<file path="config.mk">
export PLATFORM = sky130hd
export DESIGN_NAME = base64url_stream_decoder
export DESIGN_NICKNAME = d
export VERILOG_FILES = /design/src/design/b64_pkg.sv /design/src/design/b64_front.sv /design/src/design/b64_fifo.sv /design/src/design/b64_back.sv /design/src/design/base64url_stream_decoder.sv
export SDC_FILE = /design/constraint.sdc
export NUM_CORES = 1
export LEC_CHECK = 0
export ABC_AREA = 1
export ABC_CLOCK_PERIOD_IN_PS = 4400
export BUFFER_PORTS_ARGS = -buffer_cell sky130_fd_sc_hd__clkbuf_2
export CAP_MARGIN = 30
export CORE_UTILIZATION = 25
export DETAILED_ROUTE_END_ITERATION = 6
export GPL_TIMING_DRIVEN = 1
export PLACE_DENSITY = 0.44
export SYNTH_ARGS = -nofsm -noshare
export SYNTH_HDL_FRONTEND = slang
export SYNTH_HIERARCHICAL = 1
export SYNTH_SLANG_ARGS = --single-unit
export TNS_END_PERCENT = 1
</file>
<file path="constraint.sdc">
create_clock -name clk -period 4.4 [get_ports clk]
set_input_delay 0.22 -clock clk [delete_from_list [all_inputs] [get_ports clk]]
set_output_delay 0.22 -clock clk [all_outputs]
set_load 0.01 [all_outputs]
</file>
<file path="src/design/b64_pkg.sv">
// b64_pkg: shared types and constants of the base64url stream decoder
// no dependencies; imported by every module of the block
`default_nettype none

package b64_pkg;

  // default width of the output byte budget register
  localparam int DEF_COUNT_WIDTH = 16;

  // depth of the group queue between front and back
  localparam int QDEPTH = 4;
  localparam int QPTR_W = $clog2(QDEPTH);

  // status codes on the last result of a message
  localparam logic [1:0] ST_OK       = 2'd0;
  localparam logic [1:0] ST_BAD_CHAR = 2'd1;
  localparam logic [1:0] ST_BAD_LEN  = 2'd2;
  localparam logic [1:0] ST_TOO_LONG = 2'd3;

  // special characters
  localparam logic [7:0] CH_PAD   = 8'h3D;  // '='
  localparam logic [7:0] CH_DASH  = 8'h2D;  // '-'
  localparam logic [7:0] CH_UNDER = 8'h5F;  // '_'

  // sextet values of the two symbol characters
  localparam logic [5:0] SX_DASH  = 6'd62;
  localparam logic [5:0] SX_UNDER = 6'd63;

  // character classes
  localparam logic [1:0] CL_DATA = 2'd0;
  localparam logic [1:0] CL_PAD  = 2'd1;
  localparam logic [1:0] CL_BAD  = 2'd2;

  // input beat
  typedef struct packed {
    logic [7:0] in_char;
    logic       is_final;
  } b64_in_t;

  // result beat
  typedef struct packed {
    logic [7:0] data_byte;
    logic       has_byte;
    logic       end_of_message;
    logic [1:0] status;
  } b64_out_t;

  // one decoded group as queued between front and back
  typedef struct packed {
    logic [23:0] word;    // three bytes, first byte in the top bits
    logic [1:0]  cnt;     // number of result beats, 1 to 3
    logic        has;     // beats carry bytes
    logic        eom;     // group ends the message
    logic [1:0]  status;  // status on the last beat
  } b64_rec_t;

endpackage

`default_nettype wire

</file>
<file path="src/design/b64_front.sv">
// b64_front: accepts characters, classifies them, tracks group and message
// state; one record per clean inner group or message end. uses b64_pkg
`default_nettype none

module b64_front
  import b64_pkg::*;
#(
  parameter int COUNT_WIDTH = DEF_COUNT_WIDTH
) (
  input  wire logic                   clk,
  input  wire logic                   rst,
  input  wire logic                   accept,
  input  wire b64_in_t                in_item,
  input  wire logic                   cfg_write,
  input  wire logic [COUNT_WIDTH-1:0] cfg_data,
  output b64_rec_t                    rec,
  output logic                        rec_valid
);

  localparam int CW = COUNT_WIDTH + 1;  // bytes_decoded width
  localparam int SW = COUNT_WIDTH + 2;  // sum width

  logic [COUNT_WIDTH-1:0] max_out_bytes;
  logic [17:0]            group_bits, group_bits_next;
  logic [1:0]             group_position, group_position_next;
  logic [1:0]             pad_seen, pad_seen_next;
  logic                   bad_char_seen, bad_char_seen_next;
  logic [CW-1:0]          bytes_decoded, bytes_decoded_next;

  logic [1:0]  cls;
  logic [5:0]  sx;
  logic [23:0] word;
  logic [1:0]  n_bytes;
  logic [SW-1:0] sum3;
  logic [SW-1:0] total;

  // character to class and sextet
  always_comb begin
    cls = CL_DATA;
    sx  = 6'd0;
    if (in_item.in_char >= "A" && in_item.in_char <= "Z") begin
      sx = 6'(in_item.in_char - "A");
    end else if (in_item.in_char >= "a" && in_item.in_char <= "z") begin
      sx = 6'(in_item.in_char - "a" + 8'd26);
    end else if (in_item.in_char >= "0" && in_item.in_char <= "9") begin
      sx = 6'(in_item.in_char - "0" + 8'd52);
    end else if (in_item.in_char == CH_DASH) begin
      sx = SX_DASH;
    end else if (in_item.in_char == CH_UNDER) begin
      sx = SX_UNDER;
    end else if (in_item.in_char == CH_PAD) begin
      cls = CL_PAD;
    end else begin
      cls = CL_BAD;
    end
  end

  assign word = {group_bits, sx};
  assign sum3 = {1'b0, bytes_decoded} + SW'(3);

  // next state and group record
  always_comb begin
    group_bits_next     = group_bits;
    group_position_next = group_position;
    pad_seen_next       = pad_seen;
    bad_char_seen_next  = bad_char_seen;
    bytes_decoded_next  = bytes_decoded;
    rec                 = '0;
    rec_valid           = 1'b0;
    n_bytes             = 2'd3;
    total               = '0;

    if (accept) begin
      // padding and bad character tracking
      case (cls)
        CL_BAD: begin
          bad_char_seen_next = 1'b1;
          pad_seen_next      = 2'd0;
        end
        CL_PAD: begin
          if (group_position < 2'd2) begin
            bad_char_seen_next = 1'b1;
          end
          pad_seen_next = (pad_seen >= 2'd2) ? 2'd2 : pad_seen + 2'd1;
        end
        default: begin
          if (pad_seen != 2'd0) begin
            bad_char_seen_next = 1'b1;
          end
          pad_seen_next = 2'd0;
        end
      endcase

      n_bytes = (pad_seen_next == 2'd0) ? 2'd3 :
                (pad_seen_next == 2'd1) ? 2'd2 : 2'd1;
      total   = {1'b0, bytes_decoded} + SW'(n_bytes);

      if (group_position != 2'd3) begin
        // group still filling
        group_bits_next     = word[17:0];
        group_position_next = group_position + 2'd1;
        if (in_item.is_final) begin
          rec.cnt    = 2'd1;
          rec.eom    = 1'b1;
          rec.status = ST_BAD_LEN;
          rec_valid  = 1'b1;
        end
      end else if (!in_item.is_final) begin
        // inner group complete
        group_bits_next     = '0;
        group_position_next = 2'd0;
        if (pad_seen_next != 2'd0) begin
          bad_char_seen_next = 1'b1;
        end
        bytes_decoded_next = sum3[SW-1] ? '1 : sum3[CW-1:0];
        if (!bad_char_seen_next) begin
          rec.word  = word;
          rec.cnt   = 2'd3;
          rec.has   = 1'b1;
          rec_valid = 1'b1;
        end
      end else begin
        // last group of the message
        rec_valid = 1'b1;
        rec.eom   = 1'b1;
        if (total > SW'(max_out_bytes)) begin
          rec.cnt    = 2'd1;
          rec.status = ST_TOO_LONG;
        end else if (bad_char_seen_next) begin
          rec.cnt    = 2'd1;
          rec.status = ST_BAD_CHAR;
        end else begin
          rec.word   = word;
          rec.cnt    = n_bytes;
          rec.has    = 1'b1;
          rec.status = ST_OK;
        end
      end

      // message done: clear all message state
      if (in_item.is_final) begin
        group_bits_next     = '0;
        group_position_next = 2'd0;
        pad_seen_next       = 2'd0;
        bad_char_seen_next  = 1'b0;
        bytes_decoded_next  = '0;
      end
    end
  end

  // state registers
  always_ff @(posedge clk) begin
    if (rst) begin
      group_bits     <= '0;
      group_position <= 2'd0;
      pad_seen       <= 2'd0;
      bad_char_seen  <= 1'b0;
      bytes_decoded  <= '0;
    end else begin
      group_bits     <= group_bits_next;
      group_position <= group_position_next;
      pad_seen       <= pad_seen_next;
      bad_char_seen  <= bad_char_seen_next;
      bytes_decoded  <= bytes_decoded_next;
    end
  end

  // byte budget register
  always_ff @(posedge clk) begin
    if (rst) begin
      max_out_bytes <= '1;
    end else if (cfg_write) begin
      max_out_bytes <= cfg_data;
    end
  end

endmodule

`default_nettype wire

</file>
<file path="src/design/b64_fifo.sv">
// b64_fifo: short queue of group records between front and back
// uses b64_pkg for the record type and depth
`default_nettype none

module b64_fifo
  import b64_pkg::*;
(
  input  wire logic     clk,
  input  wire logic     rst,
  input  wire logic     wr_en,
  input  wire b64_rec_t wr_data,
  input  wire logic     rd_en,
  output b64_rec_t      rd_data,
  output logic          full,
  output logic          empty
);

  b64_rec_t            entries [QDEPTH];
  logic [QPTR_W-1:0]   wr_ptr;
  logic [QPTR_W-1:0]   rd_ptr;
  logic [QPTR_W:0]     count;

  assign full    = (count == (QPTR_W + 1)'(QDEPTH));
  assign empty   = (count == '0);
  assign rd_data = entries[rd_ptr];

  // storage
  always_ff @(posedge clk) begin
    if (wr_en) begin
      entries[wr_ptr] <= wr_data;
    end
  end

  // pointers and fill count
  always_ff @(posedge clk) begin
    if (rst) begin
      wr_ptr <= '0;
      rd_ptr <= '0;
      count  <= '0;
    end else begin
      if (wr_en) begin
        wr_ptr <= wr_ptr + QPTR_W'(1);
      end
      if (rd_en) begin
        rd_ptr <= rd_ptr + QPTR_W'(1);
      end
      case ({wr_en, rd_en})
        2'b10:   count <= count + (QPTR_W + 1)'(1);
        2'b01:   count <= count - (QPTR_W + 1)'(1);
        default: count <= count;
      endcase
    end
  end

endmodule

`default_nettype wire

</file>
<file path="src/design/b64_back.sv">
// b64_back: splits the head group record into one to three result beats
// uses b64_pkg for the record and result types
`default_nettype none

module b64_back
  import b64_pkg::*;
(
  input  wire logic     clk,
  input  wire logic     rst,
  input  wire b64_rec_t head,
  input  wire logic     head_valid,
  input  wire logic     pop,
  output b64_out_t      out_item,
  output logic          head_done
);

  logic [1:0] idx;
  logic       last;
  logic [7:0] sel_byte;

  assign last = (idx == head.cnt - 2'd1);

  // byte of the current beat
  always_comb begin
    case (idx)
      2'd0:    sel_byte = head.word[23:16];
      2'd1:    sel_byte = head.word[15:8];
      default: sel_byte = head.word[7:0];
    endcase
  end

  // result beat
  always_comb begin
    out_item.data_byte      = head.has ? sel_byte : 8'd0;
    out_item.has_byte       = head.has;
    out_item.end_of_message = head.eom && last;
    out_item.status         = last ? head.status : ST_OK;
  end

  assign head_done = pop && head_valid && last;

  // beat index within the head record
  always_ff @(posedge clk) begin
    if (rst) begin
      idx <= 2'd0;
    end else if (pop && head_valid) begin
      idx <= last ? 2'd0 : idx + 2'd1;
    end
  end

endmodule

`default_nettype wire

</file>
<file path="src/design/base64url_stream_decoder.sv">
// base64url_stream_decoder: top level, front decoder, group queue, beat splitter
// uses b64_pkg, b64_front, b64_fifo, b64_back
//
//   channel   handshake        payload                      beat
//   input     push / full      in_item (b64_in_t)           one character
//   result    pop / empty      out_item (b64_out_t)         one byte or status
//   config    cfg_write        cfg_data                     max_out_bytes
//
// one character is taken per cycle while not full; a finished group is decoded
// in the cycle its fourth character is taken and, unless a bad inner group,
// queued as one record (depth 4). a record drains as one to three result beats,
// one per cycle of pop. full rises only when the group queue holds four records.
// reset is synchronous; max_out_bytes resets to all ones, all else to empty.
`default_nettype none

module base64url_stream_decoder
  import b64_pkg::*;
#(
  parameter int COUNT_WIDTH = DEF_COUNT_WIDTH
) (
  input  wire logic                   clk,
  input  wire logic                   rst,
  input  wire b64_in_t                in_item,
  input  wire logic                   push,
  output logic                        full,
  output b64_out_t                    out_item,
  output logic                        empty,
  input  wire logic                   pop,
  input  wire logic                   cfg_write,
  input  wire logic [COUNT_WIDTH-1:0] cfg_data
);

  b64_rec_t rec;
  logic     rec_valid;
  b64_rec_t head;
  logic     q_full;
  logic     q_empty;
  logic     head_done;

  assign full  = q_full;
  assign empty = q_empty;

  // character decode and message state
  b64_front #(
    .COUNT_WIDTH(COUNT_WIDTH)
  ) u_front (
    .clk      (clk),
    .rst      (rst),
    .accept   (push && !q_full),
    .in_item  (in_item),
    .cfg_write(cfg_write),
    .cfg_data (cfg_data),
    .rec      (rec),
    .rec_valid(rec_valid)
  );

  // group queue
  b64_fifo u_fifo (
    .clk    (clk),
    .rst    (rst),
    .wr_en  (rec_valid),
    .wr_data(rec),
    .rd_en  (head_done),
    .rd_data(head),
    .full   (q_full),
    .empty  (q_empty)
  );

  // result beats
  b64_back u_back (
    .clk       (clk),
    .rst       (rst),
    .head      (head),
    .head_valid(!q_empty),
    .pop       (pop),
    .out_item  (out_item),
    .head_done (head_done)
  );

endmodule

`default_nettype wire

</file>
# ---- Yosys cells after proc, flatten, opt, wreduce, memory -nomap -nowiden
# Memory sizes are Yosys's and may differ from the RTL's. A register that Yosys moved wholly into a read port is not among the register bits.
# Cells that the tools add are included.
dict set report totals {
  reg_bits 65
  ramBits 120
  output_inout_bits 14
  n_memories 1
}
dict set report op_classes {
  n_addsub 15
  magnitude_cmp 9
  n_eq_ne 13
  muxes 66
  n_reduce_logical 16
}
# name words width rd rd_ports_with_merged_regs write_ports line
set mem_list {}
lappend mem_list {u_fifo.entries 4 30 1 1 1 b64_fifo.sv:18} ;# b64_rec_t entries [QDEPTH];
# operator count
set op_table {}
lappend op_table {{2-to-1 mux 24 bit} 3}
lappend op_table {{2-to-1 mux 27 bit} 2}
lappend op_table {{2-to-1 mux 17 bit} 3}
lappend op_table {{2-to-1 mux 2 bit} 22}
lappend op_table {{2-to-1 mux 18 bit} 2}
lappend op_table {{2-to-1 mux 30 bit} 1}
lappend op_table {{2-to-1 mux 6 bit} 5}
lappend op_table {{2-to-1 mux 1 bit} 21}
lappend op_table {{adder 17 x 2 -> 18 bit} 1}
lappend op_table {{adder 17 x 2 -> 18 bit (second input constant)} 1}
lappend op_table {{> comparator 18 x 16 -> 1 bit} 1}
lappend op_table {{equality test 8 x 6 -> 1 bit (second input constant)} 2}
lappend op_table {{>= comparator 8 x 7 -> 1 bit (second input constant)} 2}
lappend op_table {{<= comparator 8 x 7 -> 1 bit (second input constant)} 2}
lappend op_table {{one-hot mux 8 bit (2 select lines)} 1}
lappend op_table {{subtractor 6 bit (second input constant)} 2}
lappend op_table {{adder 2 x 1 -> 2 bit (second input constant)} 5}
lappend op_table {{2-to-1 mux 3 bit} 3}
lappend op_table {{equality test 2 x 1 -> 1 bit (second input constant)} 4}
lappend op_table {{equality test 8 x 7 -> 1 bit (second input constant)} 1}
lappend op_table {{>= comparator 8 x 6 -> 1 bit (second input constant)} 1}
lappend op_table {{<= comparator 8 x 6 -> 1 bit (second input constant)} 1}
lappend op_table {{2-to-1 mux 8 bit} 1}
lappend op_table {{logical AND 1 bit} 7}
lappend op_table {{19 further kinds} 25}

# ---- Longest topological paths before layout
# Gate-level depths: netlist of run 1.
dict set report logic_depth {
  word_depth 21
  ltp_mapped 38
  depth_no_buf 37
}

# ---- Hierarchy
# Netlist of run 1, hierarchy kept.
# module instances cells_each area_per_inst_um2 seq_area_each_um2
set modules_own_cells {}
lappend modules_own_cells {b64_fifo 1 349 4941.0 3783.6}
lappend modules_own_cells {b64_front 1 625 4083.9 1121.1}
lappend modules_own_cells {b64_back 1 75 391.6 40.0}
lappend modules_own_cells {base64url_stream_decoder 1 3 13.8 0.0}

# ---- Worst setup path after synthesis of run 1
# Ideal clock, no wire load.
dict set report synth_timing {
  path_type {input port to flip-flop}
  from {input port in_item[3] (netlist name)}
  to {memory u_fifo/entries[0][10] (netlist name), data pin}
  setup_time_ns 0.255
  t_arrival_ns 4.296
  required_time_ns 4.145
  path_slack_ns -0.151
  stages 37
  n_path_buf 2
  cell_sequence {clkbuf_1 inv_1 ha_1 a21boi_0 nand2_1 nor2_1 o21ai_0 nand2_1 nand2_1 nor3_1 inv_1 ha_1 inv_1 nor2_1 inv_1 ha_1 a21oi_1 nor2_4 nand3_2 nor2_1 nand2_1 xor2_1 ha_1 nand2_1 nor2_1 nand3_1 nand3_1 nand2_1 nand2_1 nand2_1 nand2_1 nand2_1 nand3_2 nand2_2 nand2_4 buf_8 nor2_2}
}
# item line
set synth_lines {}
lappend synth_lines {{start, declared} base64url_stream_decoder.sv:23} ;# input wire b64_in_t in_item,
lappend synth_lines {{end, declared} b64_fifo.sv:18}

==> metrics, run 1 <==
via count approximately 7300; synthesized instance count around 1100; antenna-violating nets left 0; RSZ-0062 raised after global routing true; Req. time, crit path 4.68 ns; run status finished clean; worst-margin pin slew between 0.8 and 0.9 ns; H-tree depth reported by CTS 4; Crit Path Category input port to flip-flop; count of cell types in the netlist 45; Worst Hold Class input port to flip-flop; Lkg Pwr approximately 4.4 nW; grt total ovfl 0; Slew HR 42.0%; min-delay src cfg_data[1]; final HPWL from detailed placement between 15000 and 20000 µm; commonest non-fill, non-tap cell in the layout nand2_1; clk sink count between 150 and 200; ratio of cells with drive above 1 in the final layout between 10% and 20%; ANT cells 0; maximum number of pins on one net before global-route repair around 60; CTS root buffer clkbuf_16; Max clock buf depth 2; CTS tree done; Area Growth Syn to Fin 22.6%; GRT met2 Usage between 20% and 30%; register-to-register setup slack 0.95 ns; grt met1 use between 15 and 20%; critical path endpoint category flip-flop; Worst VDD drop 247 µV; Final nets between 1000 and 1500; EDFF count, synth between 100 and 150; Remaining DRCs 0; per-cell routed wire length approximately 14 µm; TNS Setup 0 ns; Avg Inst Size Synth around 9 µm²; first-pass GRT wire length roughly 38000 µm; vias in the first global route 7244; WHS Endpoint u_front/max_out_bytes[1]; row count 70; M3 GR Usage between 1.5 and 2%; Slowest-stage cell, CP ha_1; Filler cells around 4000; syn_nets between 1000 and 1500; Post-synth ARST share 0%; fmax roughly 0.25 GHz; Final Core Density about a third; TritonCTS buffer count 17; Initial Utilization around 26%; Critical R2R Capture u_fifo/entries[0][6]; gr busiest metal met2; hold path depth 3; Worst Setup SP in_item[2]; final setup fails 0; CP arrival between 4 and 5 ns; r2r startpoint u_front/pad_seen[1]; DR iter-0 viols 427; DR vias/cell roughly 4.4; CP delay by family, top simple AND/OR/NAND/NOR gates; clock slew at reported path FFs 0.07 ns; Main synth FF type edfxtp_1; CP most frequent cell nand2_1; Warnings, synthesis 6; Post-Syn Area around 9400 µm²; port bufs 43; fin crit period between 4 and 5 ns; maxcap violations 0; die height 196 µm; Final Max Slew Viols 0; WP buf/inv 8; sequential area share after synthesis 52.4%; GRT Total Usage approximately an eighth; CP max stage delay 0.32 ns; Worst Path Max Fanout 6; Placer Congestion just under 0.8; Synth Register Bits ~190; Total Wirelength approximately 24000 µm; Die ar. a little under 40000 µm²; die width approximately 200 µm; Worst Skew ~0.0086 ns; commonest non-fill, non-tap cells in the layout nand2_1, inv_1, edfxtp_1; Pwr Density roughly 350 nW/µm²; TritonRoute pass-1 iters 4; core area 36900 µm²; num ports 44; Worst-Skew Late Latency roughly 0.43 ns; startpoint types input port; Hold Fails Final Rpt 0; final worst path period share slightly above 90%; Reg2Reg Depth 25; initial antenna violation count 1
[worst max path at each step]
stage | slack, ns | end | cells past startpoint
2_1_floorplan | 0.03 | u_fifo/entries[0][10] | 37
3_3_place_gp | -0.31 | u_fifo/entries[2][8] | 37
3_5_place_dp | -0.35 | u_fifo/entries[2][29] | 34
4_1_cts | 0.09 | u_fifo/entries[0][29] | 34
5_1_grt | -0.06 | u_fifo/entries[2][6] | 37
6_report | 0.33 | u_fifo/entries[0][6] | 38
[power by group]
| part | internal, mW | total (mW) | switching [mW] |
|---|---|---|---|
| sequential | 1.91 | 1.94 | 0.0277 |
| combinational | 0.185 | 0.531 | 0.346 |
| clock | 0.813 | 1.56 | 0.749 |
| total | 2.91 | 4.03 | 1.12 |
[kinds of logic (layout without fill, tap and decap cells)]
logic type	Yosys count	after routing	share of synthesized area, %
simple gates	382	382	17.3
flops	187	187	52.4
fa+ha+maj	40	40	5.47
buf+inv	179	289	8.66
compound gates	235	235	13.4
xor+xnor	29	29	2.69
[per-stage QoR]
| step | total power, mW | hold WS [ns] | cells | setup slack [ns] | instance area [µm²] |
|---|---|---|---|---|---|
| final | 4.03 | 0.0189 | 1666 | 0.327 | 11600 |
| after global routing | 4.21 | 0.0153 | 1666 | -0.0601 | 11600 |
| after CTS | 4.07 | 0.00542 | 1658 | 0.0868 | 11200 |
| after detailed placement | 2.50 | 0.439 | 1615 | -0.353 | 10500 |
| after floorplan | 2.31 | 0.342 | 1052 | 0.0264 | 9440 |
| after global placement | 2.50 | 0.435 | 1615 | -0.309 | 10500 |
[tightest hold or removal path: cells and delay by family]
| kind | cells | cell delay [ns] |
|---|---|---|
| buf+inv | 1 | 0.08 |
| compound gates | 2 | 0.12 |
[synthesized netlist by cell type (6+ instances only)]
cell type | count | share of area [%]
a31oi_1 | 9 | 0.60
edfxtp_1 | 120 | 38
ha_1 | 38 | 5.0
o22ai_1 | 30 | 2.0
dfxtp_1 | 67 | 14
nand2_1 | 180 | 7.2
nor2_2 | 14 | 0.93
buf_2 | 10 | 0.53
buf_4 | 6 | 0.48
inv_1 | 132 | 5.3
nor3_1 | 12 | 0.64
clkbuf_1 | 12 | 0.48
o21ai_1 | 31 | 1.6
buf_6 | 12 | 1.4
o21ai_0 | 75 | 4.0
nand3_1 | 24 | 1.3
a21oi_1 | 75 | 4.0
nor2_1 | 128 | 5.1
xor2_1 | 24 | 2.2
[state kept, by name, summed over array words and instances (netlist names), 2 cells and up, named ones only]
signal                  flops
u_back/idx                  2
u_front/bytes_decoded      17
u_front/group_position      2
u_front/pad_seen            2
u_fifo/wr_ptr               2
u_fifo/entries            120
u_front/group_bits         18
u_fifo/rd_ptr               2
u_fifo/count                3
u_front/max_out_bytes      16
[routing by layer]
layer  part of all wire [%]  vias to the layer above
li1                       -                     3695
met1                     47                     3460
met2                     50                       83
met3                    2.3                       16
met4                   0.88                        2
met5                  0.047                        -
[area by class of cell]
class / instances / area, µm² / share of cell area (%)
clock buffer: 17 / 425 / 3.68
clock inverter: 15 / 180 / 1.56
inverter: 136 / 518 / 4.48
multi-input combinational: 686 / 3920 / 33.9
sequential: 187 / 4950 / 42.8
tap: 504 / 631 / 5.45
timing repair buffer: 121 / 941 / 8.14
[what timing repair did]
item / CTS / global route
setup endpoints to repair: 0 / 116
buffers inserted: 0 / 6
endpoints found under the hold margin: 11 / 0
resized for setup: 0 / 68
hold buffers: 11 / 0
Power figures use the tool's default switching activity.
==> inputs of run 2 (changes only) <==
- ABC_AREA: 1 -> default
==> metrics, run 2 <==
Worst Path Max Fanout 12; WP buf/inv 8; multi-input logic area between 4000 and 5000 µm²; via count 6264; run status complete, but fails checks; Register Area a little under 5000 µm²; Remaining DRCs 2; maxcap violations 0; final worst path period share just under 100%; WHS Endpoint u_front/max_out_bytes[6]; GRT Total Usage 12.8%; num ports 44; Max clock buf depth 2; Final nets 959; maximum number of pins on one net before global-route repair 50; critical path endpoint category flip-flop; Post-synth ARST share 0%; startpoint types input port; Total Wirelength about 23000 µm; Initial Utilization 25.5%; ANT cells 0; per-cell routed wire length about 17 µm; Post-synth top cells edfxtp_1, nand2_1, dfxtp_1; core area between 30000 and 40000 µm²; Crit Path Category input port to flip-flop; largest reg by FF count u_fifo/entries; Req. time, crit path 4.68 ns; Cell Int Power around 2.9 mW; final HPWL from detailed placement 15000 µm; commonest non-fill, non-tap cell in the layout edfxtp_1; largest registers in the final layout u_fifo/entries (120), u_front/group_bits (18), u_front/bytes_decoded (17); TNS Setup 0 ns; r2r startpoint u_front/pad_seen[1]; sw power approximately 1.1 mW; DR vias/cell around 4.6; vias in the first global route around 6300; Worst Skew between 0.015 and 0.02 ns; Slew HR between 40 and 50%; EDFF count, synth 120; min-delay src cfg_data[6]; Synth Register Bits around 190; final setup margin around 0.12 ns; largest cells by area after synthesis edfxtp_1, dfxtp_1, mux4_2; Yosys top cell area share approximately two fifths; synthesized instance count 779; Post-Syn Area approximately 9100 µm²; register-to-register setup slack ~0.64 ns; clk sink count roughly 190; logic gate share of total power a little under 9%; CTS root buffer clkbuf_16; total power between 3 and 4 mW; Worst-Skew Late Latency between 0.4 and 0.5 ns; RSZ-0062 raised after global routing true; final setup fails 0; die width 193 µm; ratio of cells with drive above 1 in the final layout approximately 30%; Worst Hold Class input port to flip-flop; die height between 150 and 200 µm; CP max stage delay roughly 0.33 ns; sw frac around 27%; antenna-violating nets left 0; fin crit period roughly 4.3 ns; Placer Congestion approximately 0.78; DR iter-0 viols ~320; TritonCTS buffer count 17; Lkg Pwr about 4 nW; Die ar. roughly 37000 µm²; failing checks design-rule violations; CTS tree done; grt total ovfl 0; count of cell types in the netlist 70; dpl ws -0.508 ns; port bufs 43; H-tree depth reported by CTS 4; clock slew at reported path FFs about 0.08 ns; commonest non-fill, non-tap cells in the layout edfxtp_1, nand2_1, buf_4; CP delay by family, top simple AND/OR/NAND/NOR gates; TritonRoute pass-1 iters 7; Avg Inst Size Synth 11.7 µm²; most common cell in the netlist edfxtp_1; Clock power frac between 40% and 50%; Filler cells about 3500; worst-margin pin slew between 0.8 and 0.9 ns; first-pass GRT wire length roughly 36000 µm; cell taking the most area after synthesis edfxtp_1; hold path depth 3; Reg2Reg Depth 17; row count 69; Hold Fails Final Rpt 0; fmax roughly 0.23 GHz; Warnings, synthesis 6; Area Growth Syn to Fin 28.3%; Final Max Slew Viols 0; Worst VDD drop around 260 µV; sequential area share after synthesis a little over half; Critical R2R Capture u_fifo/entries[2][11]; Pwr Density approximately 340 nW/µm²; Sequential Power Share 48.5%; initial antenna violation count 0; Slowest-stage cell, CP o41ai_4; Main synth FF type edfxtp_1; number of flip-flops in the largest register 120; syn_nets around 850; CP arrival 4.56 ns
==> run 2: per-layer routing <==
metal	GRT usage, %	vias up	part of all wire, %
met2	20.7	67	47
met3	2.35	16	2.8
met4	3.03	0	1.1
li1	-	3095	-
met5	0	-	0
met1	17.7	3086	49
==> run 2: worst max path at each step <==
stage                from               endpoint  slack, ns  cells past startpoint
4_1_cts        in_item[3]   u_fifo/entries[0][9]      0.007                     26
3_5_place_dp   in_item[3]   u_fifo/entries[1][8]      -0.51                     26
2_1_floorplan  in_item[3]   u_fifo/entries[0][8]      -0.09                     26
3_3_place_gp   in_item[3]  u_fifo/entries[0][16]      -0.33                     26
5_1_grt        in_item[3]   u_fifo/entries[0][8]      -0.15                     28
6_report       in_item[2]   u_fifo/entries[1][5]       0.12                     27
==> run 2: logic make-up after synthesis <==
kind of cell / Yosys count / synth area share [%]
adders and majority gates: 40 / 5.67
DFF: 187 / 54.4
buffers and inverters: 94 / 4.53
muxes: 36 / 8.15
and+or+nand+nor: 234 / 12.6
xor gates and xnor gates: 20 / 2.01
AOI/OAI and AO/OA: 168 / 12.6
==> run 2: cell type report <==
cell class	instances	share of cell area, %
Clock inverter	15	1.91
Sequential cell	187	42.4
Tap cell	461	4.95
Clock buffer	17	3.65
Inverter	51	1.79
Timing Repair Buffer	134	9.40
Multi-Input combinational cell	498	35.9
==> run 2: what timing repair did <==
action | 4_1_cts | 5_1_grt
pin swaps | 0 | 24
resized for setup | 1 | 62
setup buffers | 0 | 13
cloned | 0 | 2
hold endpoints to repair | 12 | 0
endpoints found under the setup margin | 8 | 116
hold buffers | 12 | 0
==> run 2: metrics by stage <==
step,hold WS (ns),instances,util [%],instance area (µm²)
finish,0.0117,1363,32.7,11700
global placement,0.434,1304,29.4,10500
CTS,0.0000694,1348,31.6,11300
global route,0.00654,1363,32.7,11700
detailed placement,0.442,1304,29.4,10500
floorplan,0.289,779,-,9380
==> run 2: power by group through the flow <==
stage | Clock (mW) | Sequential (mW) | Combinational (mW)
6_report | 1.68 | 1.91 | 0.350
5_1_grt | 1.79 | 1.91 | 0.389
4_1_cts | 1.72 | 1.91 | 0.339
3_5_place_dp | 0 | 1.95 | 0.330
3_3_place_gp | 0 | 1.95 | 0.331
2_1_floorplan | 0 | 1.94 | 0.210
==> run 2: worst register-to-register path, delay by kind of cell (launching register included) <==
family	cells	cell delay, ns
AOI/OAI and AO/OA	3	0.52
xor gates and xnor gates	1	0.16
adders and majority gates	3	0.87
buffers and inverters	4	0.65
DFF	1	0.33
and+or+nand+nor	6	0.98
